File: src/rtl/core/probe_latency_tracker_core_defines.svh
// Assertion macros used by the probe latency tracker controller.
`ifndef PROBE_LATENCY_TRACKER_CORE_DEFINES_SVH
`define PROBE_LATENCY_TRACKER_CORE_DEFINES_SVH
`ifndef SYNTHESIS
`define PLT_ASSERT_IMP(lbl, clk, rst, ante, cons, msg) \
   lbl: assert property (@(posedge clk) disable iff (rst) (ante) |-> (cons)) else $error(msg);
`define PLT_ASSERT_NXT(lbl, clk, rst, ante, cons, msg) \
   lbl: assert property (@(posedge clk) disable iff (rst) (ante) |=> (cons)) else $error(msg);
`else
`define PLT_ASSERT_IMP(lbl, clk, rst, ante, cons, msg)
`define PLT_ASSERT_NXT(lbl, clk, rst, ante, cons, msg)
`endif
`endif

File: src/rtl/core/plt_pkg.sv
// Types, constants and codes of the probe latency tracker.
package plt_pkg;
   localparam int BACKLOG_DEF = 64;
   localparam int ID_W        = 16;
   localparam int TIME_W      = 48;
   localparam int TRIP_W      = 32;
   localparam int AVG_W       = 40;
   localparam int CNT_W       = 32;
   localparam int MAXS_W      = 31;
   localparam int DELTA_W     = 17;
   localparam int KIND_W      = 2;
   localparam int CSR_IDX_W   = 2;
   localparam int CSR_DATA_W  = 32;
   localparam int NUM_W       = 44;
   localparam int DEN_W       = 33;
   localparam int DROP_W      = 2;

   localparam logic [KIND_W-1:0] KIND_SENT    = 2'd0;
   localparam logic [KIND_W-1:0] KIND_MATCH   = 2'd1;
   localparam logic [KIND_W-1:0] KIND_FOREIGN = 2'd2;

   localparam logic [CSR_IDX_W-1:0] CSR_START_ID  = 2'd0;
   localparam logic [CSR_IDX_W-1:0] CSR_MAX_SENDS = 2'd1;

   localparam logic signed [DELTA_W-1:0] DROP_OFFSET = 17'sd10;
   localparam logic [DROP_W-1:0]         DROP_LIMIT  = 2'd2;
   localparam logic [DEN_W-1:0]          DROP_DIVISOR = 33'd9;

   typedef struct packed {
      logic              action;
      logic [TIME_W-1:0] now_us;
      logic [ID_W-1:0]   reply_id;
   } plt_req_type;

   typedef struct packed {
      logic [KIND_W-1:0]  kind;
      logic [ID_W-1:0]    query_id;
      logic [DELTA_W-1:0] seq_delta;
      logic [TRIP_W-1:0]  trip_us;
      logic [AVG_W-1:0]   avg_trip;
      logic [TRIP_W-1:0]  max_trip;
      logic [TRIP_W-1:0]  min_trip;
      logic [CNT_W-1:0]   recv_count;
      logic [CNT_W-1:0]   missed_count;
      logic [CNT_W-1:0]   lagged_count;
      logic [CNT_W-1:0]   sent_count;
      logic               limit_reached;
   } plt_rsp_type;

   typedef enum logic [3:0] {
      ST_CLEAR, ST_IDLE, ST_READ, ST_SEND, ST_CMP, ST_TRIP, ST_PICK,
      ST_DDIV, ST_LAG, ST_ADIV, ST_FIN, ST_OUT
   } plt_state_type;

   typedef enum logic [3:0] {
      OP_NONE, OP_CAPTURE, OP_CLEAR, OP_SEND, OP_NEXT, OP_FOREIGN, OP_TRIP,
      OP_AVG_INIT, OP_DROP_START, OP_DROP_END, OP_LAG, OP_AVG_START,
      OP_AVG_END, OP_RECV, OP_LOAD
   } plt_op_type;

   typedef struct packed {
      plt_op_type op;
   } plt_cmd_type;

   typedef struct packed {
      logic action;
      logic hit;
      logic last;
      logic avg_zero;
      logic drop_go;
      logic lag_go;
      logic c_nonzero;
      logic div_done;
   } plt_stat_type;
endpackage

File: src/rtl/core/plt_ctrl.sv
// Controller state machine: sequences table scan, updates and result beats.
`include "probe_latency_tracker_core_defines.svh"
module plt_ctrl
   import plt_pkg::*;
(
   input  logic         clock,
   input  logic         reset,
   input  logic         req_valid,
   output logic         req_ready,
   output logic         rsp_valid,
   input  logic         rsp_ready,
   input  plt_stat_type stat,
   output plt_cmd_type  cmd
);
   plt_state_type state_ff, state_in;
   logic          rsp_valid_ff, rsp_valid_in;
   logic          rsp_free;

   assign rsp_free  = !rsp_valid_ff || rsp_ready;
   assign req_ready = state_ff == ST_IDLE;

   always_comb begin
      state_in = state_ff;
      case (state_ff)
         ST_CLEAR: if (stat.last) state_in = ST_IDLE;
         ST_IDLE:  if (req_valid) state_in = ST_READ;
         ST_READ:  state_in = stat.action ? ST_CMP : ST_SEND;
         ST_SEND:  state_in = ST_OUT;
         ST_CMP: begin
            if (stat.hit) state_in = ST_TRIP;
            else if (stat.last) state_in = ST_OUT;
            else state_in = ST_READ;
         end
         ST_TRIP:  state_in = ST_PICK;
         ST_PICK: begin
            if (stat.avg_zero) state_in = ST_FIN;
            else if (stat.drop_go) state_in = ST_DDIV;
            else state_in = ST_LAG;
         end
         ST_DDIV:  if (stat.div_done) state_in = ST_LAG;
         ST_LAG: begin
            if (stat.lag_go || !stat.c_nonzero) state_in = ST_FIN;
            else state_in = ST_ADIV;
         end
         ST_ADIV:  if (stat.div_done) state_in = ST_FIN;
         ST_FIN:   state_in = ST_OUT;
         ST_OUT:   if (rsp_free) state_in = ST_IDLE;
         default:  state_in = ST_IDLE;
      endcase
   end

   always_comb begin
      cmd.op = OP_NONE;
      case (state_ff)
         ST_CLEAR: cmd.op = OP_CLEAR;
         ST_IDLE:  if (req_valid) cmd.op = OP_CAPTURE;
         ST_SEND:  cmd.op = OP_SEND;
         ST_CMP: begin
            if (stat.hit) cmd.op = OP_NONE;
            else if (stat.last) cmd.op = OP_FOREIGN;
            else cmd.op = OP_NEXT;
         end
         ST_TRIP:  cmd.op = OP_TRIP;
         ST_PICK: begin
            if (stat.avg_zero) cmd.op = OP_AVG_INIT;
            else if (stat.drop_go) cmd.op = OP_DROP_START;
         end
         ST_DDIV:  if (stat.div_done) cmd.op = OP_DROP_END;
         ST_LAG: begin
            if (stat.lag_go) cmd.op = OP_LAG;
            else if (stat.c_nonzero) cmd.op = OP_AVG_START;
         end
         ST_ADIV:  if (stat.div_done) cmd.op = OP_AVG_END;
         ST_FIN:   cmd.op = OP_RECV;
         ST_OUT:   if (rsp_free) cmd.op = OP_LOAD;
         default:  cmd.op = OP_NONE;
      endcase
   end

   always_comb begin
      rsp_valid_in = rsp_valid_ff;
      if (cmd.op == OP_LOAD) rsp_valid_in = 1'b1;
      else if (rsp_ready) rsp_valid_in = 1'b0;
   end

   always_ff @(posedge clock) begin
      if (reset) begin
         state_ff     <= ST_CLEAR;
         rsp_valid_ff <= 1'b0;
      end else begin
         state_ff     <= state_in;
         rsp_valid_ff <= rsp_valid_in;
      end
   end

   assign rsp_valid = rsp_valid_ff;

   `PLT_ASSERT_NXT(a_load_beat, clock, reset, state_ff == ST_OUT && rsp_free, rsp_valid_ff, "result beat not raised after load")
   `PLT_ASSERT_NXT(a_accept_scan, clock, reset, req_valid && req_ready, state_ff == ST_READ, "accepted beat did not start table read")
   `PLT_ASSERT_NXT(a_hit_trip, clock, reset, state_ff == ST_CMP && stat.hit, state_ff == ST_TRIP, "table hit did not go to trip update")
endmodule

File: config.mk
export PLATFORM = sky130hd
export DESIGN_NAME = plt_ctrl
export DESIGN_NICKNAME = d
export VERILOG_FILES = /design/src/rtl/core/plt_pkg.sv /design/src/rtl/core/plt_ctrl.sv
export VERILOG_INCLUDE_DIRS = /design/src /design/src/rtl/core
export SDC_FILE = /design/constraint.sdc
export NUM_CORES = 1
export LEC_CHECK = 0
export BUFFER_PORTS_ARGS = -buffer_cell sky130_fd_sc_hd__buf_2
export CELL_PAD_IN_SITES_DETAIL_PLACEMENT = 1
export CELL_PAD_IN_SITES_GLOBAL_PLACEMENT = 1
export CORE_UTILIZATION = 38
export DETAILED_ROUTE_END_ITERATION = 8
export GPL_TIMING_DRIVEN = 0
export PLACE_DENSITY_LB_ADDON = 0.1
export SLEW_MARGIN = 40
export SYNTH_ARGS = -nofsm -noshare
export SYNTH_HDL_FRONTEND = slang
export SYNTH_SLANG_ARGS = --single-unit
File: constraint.sdc
create_clock -name clock -period 3.3 [get_ports clock]
set_input_delay 0.495 -clock clock [delete_from_list [all_inputs] [get_ports clock]]
set_output_delay 0.495 -clock clock [all_outputs]
set_load 0.02 [all_outputs]
==> results of run 1 <==
path summary, 6_finish.rpt:
check / end / slack [ns] / cells past startpoint
worst max-delay path: cmd[1] / 0.83 / 6
worst min register to register: rsp_valid / 0.57 / 2
worst min-delay path: rsp_valid / 0.47 / 2
worst max register to register: state_ff[0] / 1.64 / 5
placed cells by master, fill, tap and decap left out, drive strengths merged, types with 3 or more instances in the layout:
| master | netlist | routed |
|---|---|---|
| a211oi | 3 | 3 |
| a21oi | 10 | 10 |
| buf | 4 | 21 |
| clkbuf | 3 | 7 |
| dfxtp | 5 | 5 |
| inv | 5 | 5 |
| nand2 | 5 | 5 |
| nand2b | 3 | 3 |
| nor2 | 6 | 6 |
| nor2b | 4 | 4 |
| o211ai | 4 | 4 |
| o21ai | 11 | 11 |
power by group through the flow:
stage                Clock, W  Sequential (W)  Combinational, W
CTS                 0.0000822       0.0000895          0.000378
global route        0.0000852       0.0000924          0.000417
floorplan                   0       0.0000858          0.000278
global placement            0       0.0000897          0.000368
finish              0.0000787       0.0000894          0.000380
detailed placement          0       0.0000905          0.000376
metrics by stage:
| stage | hold slack [ns] | area, um2 |
|---|---|---|
| floorplan | 0.546 | 657 |
| global placement | 0.557 | 762 |
| finish | 0.470 | 788 |
| global route | 0.475 | 788 |
| CTS | 0.457 | 788 |
| detailed placement | 0.560 | 762 |
cells by family (layout without fill, tap and decap cells):
family          after synthesis  count (layout)  share of synthesized area [%]
compound gates               45              45                           49.1
simple gates                 30              30                           28.0
buf+inv                      12              33                           7.62
flops                         5               5                           15.2
layer usage:
layer,track usage (%),share of wire (%)
met1,34.5,46
met2,39.7,45
met3,9.17,8.0
met4,9.38,1.6
met5,0,0
worst max-delay path, cell delays in order, from the launching register on:
cell and delay (ns):
dfxtp_1 0.45, clkbuf_1 0.40, inv_1 0.21, o211a_1 0.26, a21oi_1 0.15, o21ai_1 0.07, buf_2 0.16
state kept, by name (all words and copies together), names as in the netlist:
| name | count |
|---|---|
| state_ff | 4 |
| rsp_valid | 1 |
area by class of cell:
type                       instances  area (um2)
buffer                             7        31.3
fill                             219         771
inverter                           5        18.8
tap                               16        20.0
multi-input combinational         75         507
sequential                         5         100
clock buffer                       4        26.3
timing repair buffer              17        85.1
==> impl_metrics.toml, run 1 <==
[setup_path]
setup.worst_path.end_class = "primary output"
crit_path_max_fanout = 10
cp.required_ns = 2.80
startpoint_type = "flip-flop"
worst-setup-path-type = "reg2out"
critPathLaunch = "state_ff[3]"
arrival_ns = 1.97
reg2reg_from = "state_ff[1]"

[timing]
rsz0062_at_grt = "false"
finalMaxSlewViolations = 0
skew_ns = 0.0128
setup_ws_ns = 0.833
tightestPinTransition_ns = 0.465
clock.fmax_mhz = 405
setup_viol = 0
fin_crit_sh_pct = 74.8
period_needed_ns = 2.47
hold_violations = 0
finalSetupTns_ns = 0
relSlewSlack_pct = 69.0

[power_and_ir_drop]
p_sw_share_pct = 53.6
power_frac_comb_pct = 69.3
power_w = 0.000548
power.switching_w = 0.000294
p_int_w = 0.000254
ir_drop_v = 0.000506
leakagePower_nw = 0.308
power-per-cell-area_nw_per_um2 = 695
clockPowerShare_pct = 14.4
p_seq_share_pct = 16.3

[die]
pin_count = 18
dieArea_um2 = 1900
start_util_pct = 42.1
core_area_um2 = 1560
rows = 14
die_y_um = 43.6
fp.dieW_um = 43.6

[synth]
synth_edf_count = 0
synth-main-ff-cell = "dfxtp_1"
syn-num-nets = 104
yosysTopAreaCell = "dfxtp_1"
syn_area_um2 = 657
ys_top_cells_by_area = "dfxtp_1 (15%), a21oi_1 (7.6%), o21ai_0 (6.9%)"
syn_inst = 92
synthArstFlopShare_pct = 0
synth-seq-cells = 5
seq_area_frac_synth_pct = 15.2
yosysMostFrequentCell = "a21oi_1"
yosys_warnings = 0
synth_top_area_share_pct = 15.2
synthTopCellsByCount = "a21oi_1 (10), o21ai_0 (9), dfxtp_1 (5), nand2_1 (5), nor2_1 (5)"
synth.distinct_cells = 38
syn_area_per_cell_um2 = 7.14

[drt]
drt-pass1-iter-count = 6
viasPerCell = 6.26
drtIter0Drc = 27
vias = 808
drc_errors = 2
ant_nets = 0
wl_per_cell_um = 16.4
drt-total-wl_um = 2120

[grt]
grt.overflow.total = 0
antenna_found_initial = 0
grt_max_degree = 11
grt_use_total_pct = 26.3
grt_first_pass_wirelength_um = 3640
grt_pass1_vias = 773

[finish]
final_nets = 126
insertedDiodeCount = 0
fin_cells = 129
area_delta_synth_final_pct = 20.0
drive_above_1_share_pct = 25.7
postLayoutCoreUtil_pct = 50.6

[clock_tree]
cts_root_buffer = "clkbuf_4"
post_cts_buffers = 0
cts_tree = "done"
hold_buffers = 0
clock_latency_ns = 0.26
cts_resized = 0
clk_pin_slew_ns = 0.05
clock_path_buffers = 2
cts.sinks = 5
h-tree-depth = 1
numCtsBuffers = 3

[min_path]
min_from = "reset"
hp-class = "in2reg"

[status]
violations = "design-rule violations"
status = "complete, but fails checks"

[placement]
io_buffers = 17
place_congestion = 0.800
dp.cells = 125
dp_hpwl_um = 1570
dpl_worst_slack_ns = 1.13

[run]
maxCapViolCount = 0
(Power assumes the default switching activity.)
==> inputs of run 2 (changes only) <==
--- a/config.mk
+++ b/config.mk
@@ -6,10 +6,11 @@
 export SDC_FILE = /design/constraint.sdc
 export NUM_CORES = 1
 export LEC_CHECK = 0
+export ABC_AREA = 1
 export BUFFER_PORTS_ARGS = -buffer_cell sky130_fd_sc_hd__buf_2
 export CELL_PAD_IN_SITES_DETAIL_PLACEMENT = 1
 export CELL_PAD_IN_SITES_GLOBAL_PLACEMENT = 1
-export CORE_UTILIZATION = 38
+export CORE_UTILIZATION = 31
 export DETAILED_ROUTE_END_ITERATION = 8
 export GPL_TIMING_DRIVEN = 0
 export PLACE_DENSITY_LB_ADDON = 0.1
==> constraint.sdc (replaced) <==
create_clock -name clock -period 2.39 [get_ports clock]
set_input_delay 0.3585 -clock clock [delete_from_list [all_inputs] [get_ports clock]]
set_output_delay 0.3585 -clock clock [all_outputs]
set_load 0.02 [all_outputs]
==> impl_metrics.toml, run 2 <==
[min_path]
hp-class = "in2reg"

[synth]
synthTopCellsByCount = "nand2_1 (38), inv_1 (16), nand3_1 (13), nor2_1 (13), a21oi_1 (6)"
synthArstFlopShare_pct = 0
syn-num-nets = 124
syn_inst = 112
yosysMostFrequentCell = "nand2_1"
synth_top_area_share_pct = 24.7
yosysTopAreaCell = "nand2_1"
synth-xor-area-share_pct = 0
synth_top_family_by_area = "simple AND/OR/NAND/NOR gates"
ys_top_cells_by_area = "nand2_1 (25%), dfxtp_1 (17%), nand3_1 (11%)"
synth.distinct_cells = 16
syn_area_per_cell_um2 = 5.16
synth-seq-cells = 5
seq_area_frac_synth_pct = 17.3
synthMuxAreaShare_pct = 0
synth_edf_count = 0
yosys_warnings = 0
synth_simple_gate_area_share_pct = 59.5
synth_compound_area_share_pct = 10.8
syn_area_um2 = 578
synth-main-ff-cell = "dfxtp_1"
synth-adder-area-share_pct = 0

[power_and_ir_drop]
leakagePower_nw = 0.429
power-per-cell-area_nw_per_um2 = 1050
ir_drop_v = 0.000359
power_w = 0.000754

[placement]
place_congestion = 0.845
dp_hpwl_um = 1500
dpl_worst_slack_ns = 0.736
io_buffers = 17
dp.cells = 154

[clock_tree]
h-tree-depth = 1
post_cts_buffers = 0
numCtsBuffers = 3
clock_latency_ns = 0.25
cts_tree = "done"
cts.sinks = 5
clk_pin_slew_ns = 0.05
hold_buffers = 0
cts_root_buffer = "clkbuf_4"
clock_path_buffers = 2
cts_resized = 0

[grt]
grt_util_met1_pct = 26.7
antenna_found_initial = 0
grt_use_met2_pct = 30.7
grt_max_degree = 8
grt_use_total_pct = 19.2
grt_first_pass_wirelength_um = 2860
use_met3_pct = 3.60
top_usage_layer = "met2"
grt.overflow.total = 0
grt_pass1_vias = 668

[finish]
insertedDiodeCount = 0
area_delta_synth_final_pct = 24.7
fin_cells = 158
largest-register = "state_ff"
drive_above_1_share_pct = 24.1
final_nets = 146
final_common_cell = "nand2_1"
fillers = 260
largest_reg_flops = 4
most-common-layout-cells = "nand2_1 (38), buf_2 (17), inv_1 (16)"
seqCellArea_um2 = 100
multi_input_area_um2 = 407

[timing]
relSlewSlack_pct = 68.5
clock.fmax_mhz = 520
finalMaxSlewViolations = 0
tightestPinTransition_ns = 0.471
setup_viol = 0
hold_violations = 0
rsz0062_at_grt = "false"
fin_crit_sh_pct = 80.5
finalSetupTns_ns = 0
period_needed_ns = 1.92
setup_ws_ns = 0.467
skew_ns = 0.00106
whs_ns = 0.330

[setup_path]
startpoint_type = "flip-flop"
cp.required_ns = 2.03
arrival_ns = 1.56
crit_path_max_fanout = 7
setup.worst_path.end_class = "primary output"
worst-setup-path-type = "reg2out"

[run]
maxCapViolCount = 0

[drt]
drt-total-wl_um = 1770
wl_per_cell_um = 11.2
ant_nets = 0
drtIter0Drc = 18
vias = 758
viasPerCell = 4.80
drt-pass1-iter-count = 4
drc_errors = 0

[die]
dieArea_um2 = 2040
rows = 15
pin_count = 18
die_y_um = 45.2
fp.dieW_um = 45.2
start_util_pct = 33.1
core_area_um2 = 1750

[status]
status = "finished, final reports clean"
run 2: changes by cell type after synthesis, sizes merged, moves of 3 or more:
cell	previous run	this run
clkbuf	3	0
o21ai	11	3
a21oi	10	6
nor2	6	18
o211ai	4	1
nor2b	4	0
nand2b	3	0
inv	5	19
buf	4	0
nand3	1	14
a211oi	3	0
nand2	5	40
run 2: through the flow:
step / util (%) / cell area [um2]
after floorplan: - / 578
after global placement: 39.8 / 694
after detailed placement: 39.8 / 694
after CTS: 41.3 / 721
after global routing: 41.3 / 721
final: 41.3 / 721
run 2: logic make-up after synthesis:
kind of cell	Yosys count
AO/OA/AOI/OAI	11
buffers and inverters	19
AND/OR/NAND/NOR	77
flip-flops	5
run 2: layer usage:
metal	vias up	wire length (um)
li1	395	-
met1	345	916
met2	16	790
met3	2	56
met4	0	11
met5	-	0
run 2: worst paths after layout:
path | from | slack, ns | depth (start not counted) | endpoint
worst max-delay path | state_ff[3] | 0.47 | 6 | cmd[3]
worst min-delay path | reset | 0.33 | 2 | state_ff[3]
worst max register to register | state_ff[2] | 0.98 | 7 | state_ff[1]
worst min register to register | state_ff[3] | 0.53 | 2 | state_ff[3]
run 2: worst max-delay path, cell delays in order (launching register included):
cell,delay [ns]
dfxtp_1,0.40
inv_2,0.07
nor2_2,0.24
nand3_1,0.19
o211a_1,0.17
nand4_1,0.07
buf_2,0.16
run 2: report_power, final:
group | total, W | internal, W | leakage, nW | switching, W
registers | 0.000144 | 0.000109 | 0.0408 | 0.0000355
clock network | 0.000106 | 0.0000636 | 0.0150 | 0.0000420
logic | 0.000504 | 0.000165 | 0.373 | 0.000339
run 2: area by class of cell:
class / instances / area share (%)
Clock buffer: 4 / 3.65
Inverter: 19 / 9.90
Multi-Input combinational cell: 88 / 56.4
Sequential cell: 5 / 13.9
Tap cell: 25 / 4.34
Timing Repair Buffer: 17 / 11.8
==> inputs of run 3 (changes only) <==
--- a/config.mk
+++ b/config.mk
@@ -6,11 +6,11 @@
 export SDC_FILE = /design/constraint.sdc
 export NUM_CORES = 1
 export LEC_CHECK = 0
-export ABC_AREA = 1
+export ABC_AREA = 0
 export BUFFER_PORTS_ARGS = -buffer_cell sky130_fd_sc_hd__buf_2
 export CELL_PAD_IN_SITES_DETAIL_PLACEMENT = 1
 export CELL_PAD_IN_SITES_GLOBAL_PLACEMENT = 1
-export CORE_UTILIZATION = 31
+export CORE_UTILIZATION = 32
 export DETAILED_ROUTE_END_ITERATION = 8
 export GPL_TIMING_DRIVEN = 0
 export PLACE_DENSITY_LB_ADDON = 0.1
==> constraint.sdc (replaced) <==
create_clock -name clock -period 1.68 [get_ports clock]
set_input_delay 0.252 -clock clock [delete_from_list [all_inputs] [get_ports clock]]
set_output_delay 0.252 -clock clock [all_outputs]
set_load 0.02 [all_outputs]
==> impl_metrics.toml, run 3 (synthesis results as in run 1) <==
[timing]
hold_violations = 0
setup_viol = 3
tightestPinTransition_ns = 0.464
clock.fmax_mhz = 580
fin_crit_sh_pct = 103
period_needed_ns = 1.72
skew_ns = 0.00153
setup_ws_ns = -0.0427
rsz0062_at_grt = "true"
relSlewSlack_pct = 69.1
finalMaxSlewViolations = 0

[finish]
fillers = 245
most-common-layout-cells = "buf_4 (17), buf_2 (13), a21oi_1 (8)"
final_nets = 142
area_delta_synth_final_pct = 70.5
insertedDiodeCount = 0
drive_above_1_share_pct = 50.4
largest_reg_flops = 4
final_common_cell = "buf_4"
largest-register = "state_ff"
fin_cells = 156
stdcell_area_um2 = 1120

[power_and_ir_drop]
ir_drop_v = 0.000808
power-per-cell-area_nw_per_um2 = 1360
leakagePower_nw = 0.446

[die]
pin_count = 18
core_area_um2 = 1940
start_util_pct = 33.8
fp.dieW_um = 47.3
die_y_um = 47.3
dieArea_um2 = 2240
rows = 16

[clock_tree]
clock_path_buffers = 2
cts_tree = "done"
clk_pin_slew_ns = 0.04
clock_latency_ns = 0.24
cts.sinks = 5
h-tree-depth = 1
cts_root_buffer = "clkbuf_4"
numCtsBuffers = 3

[min_path]
hp-class = "in2reg"
whs_path_depth = 2

[drt]
vias = 910
viasPerCell = 5.83
drc_errors = 0
drtIter0Drc = 9
ant_nets = 0
drt-total-wl_um = 2760
drt-pass1-iter-count = 4
wl_per_cell_um = 17.7

[run]
maxCapViolCount = 0

[placement]
dpl_worst_slack_ns = -0.276
dp.cells = 136
io_buffers = 17
dp_hpwl_um = 1700
place_congestion = 0.793
place_area_um2 = 788

[grt]
grt_use_total_pct = 30.2
antenna_found_initial = 0
grt_pass1_vias = 969
grt_first_pass_wirelength_um = 4600
grt_max_degree = 11
grt.overflow.total = 0

[setup_path]
crit_path_max_fanout = 10
arrival_ns = 1.47
setup.worst_path.end_class = "primary output"
startpoint_type = "flip-flop"
cp.required_ns = 1.43
worst-setup-path-type = "reg2out"
ff2ff_path_depth = 5

[status]
violations = "negative setup slack"
status = "complete, but fails checks"
[run 3: changes by cell type in the layout (fill, tap and decap cells not counted), moves of 5 or more]
cell and delta:
buf_6 +5, o21ai_1 +5, nand3_1 -13, inv_1 -14, nand2_1 -34, nor2_1 -9, dfxtp_1 -5, buf_4 +17
[run 3: worst paths after layout]
path                             startpoint           to  slack, ns
worst max register to register  state_ff[1]  state_ff[0]       0.02
worst min register to register    rsp_valid    rsp_valid       0.60
worst max-delay path            state_ff[1]       cmd[1]      -0.04
worst min-delay path                  reset  state_ff[0]       0.24
[run 3: area by class of cell]
class                      count  area (um2)  share of cell area, %
multi-input combinational     75         569                   50.8
timing repair buffer          33         229                   20.4
sequential                     5         114                   10.2
buffer                         7         113                   10.1
inverter                       5        35.0                   3.13
tap                           27        33.8                   3.02
clock buffer                   4        26.3                   2.35
[run 3: worst max-delay path, stage by stage (launching register included)]
cell       delay (ns)
dfxtp_4          0.35
clkbuf_16        0.16
buf_6            0.14
nand3b_1         0.10
o21ai_1          0.08
a21oi_1          0.15
o21ai_1          0.09
buf_4            0.16
[run 3: per-stage QoR]
stage | hold slack (ns) | utilization (%) | TNS, ns | total power (W)
after floorplan | 0.320 | - | 0 | 0.000729
after global placement | 0.493 | 40.6 | -1.06 | 0.000929
after detailed placement | 0.497 | 40.6 | -0.989 | 0.000930
after CTS | 0.231 | 55.8 | -0.0416 | 0.00143
after global routing | 0.232 | 57.7 | -0.419 | 0.00165
final | 0.237 | 57.7 | -0.0770 | 0.00152
[run 3: routing by layer]
| metal | global-route usage [%] | routed length [um] | vias up |
|---|---|---|---|
| li1 | - | - | 437 |
| met1 | 34.0 | 1140 | 431 |
| met2 | 50.4 | 1400 | 27 |
| met3 | 8.08 | 121 | 15 |
| met4 | 18.3 | 97 | 0 |
| met5 | 0 | 0 | - |
[run 3: power breakdown]
part,leakage [nW],internal (W),total [W],switching (W)
Clock,0.0150,0.0000894,0.000133,0.0000433
Combinational,0.387,0.000572,0.00121,0.000641
Sequential,0.0438,0.000156,0.000178,0.0000228
[run 3: repair_timing]
action / 4_1_cts / 5_1_grt
endpoints found under the setup margin: 5 / 8
pin swaps: 9 / 7
buffers inserted: 12 / 3
resized for setup: 51 / 5
cloned: 1 / 0
hold buffers: 0 / 0
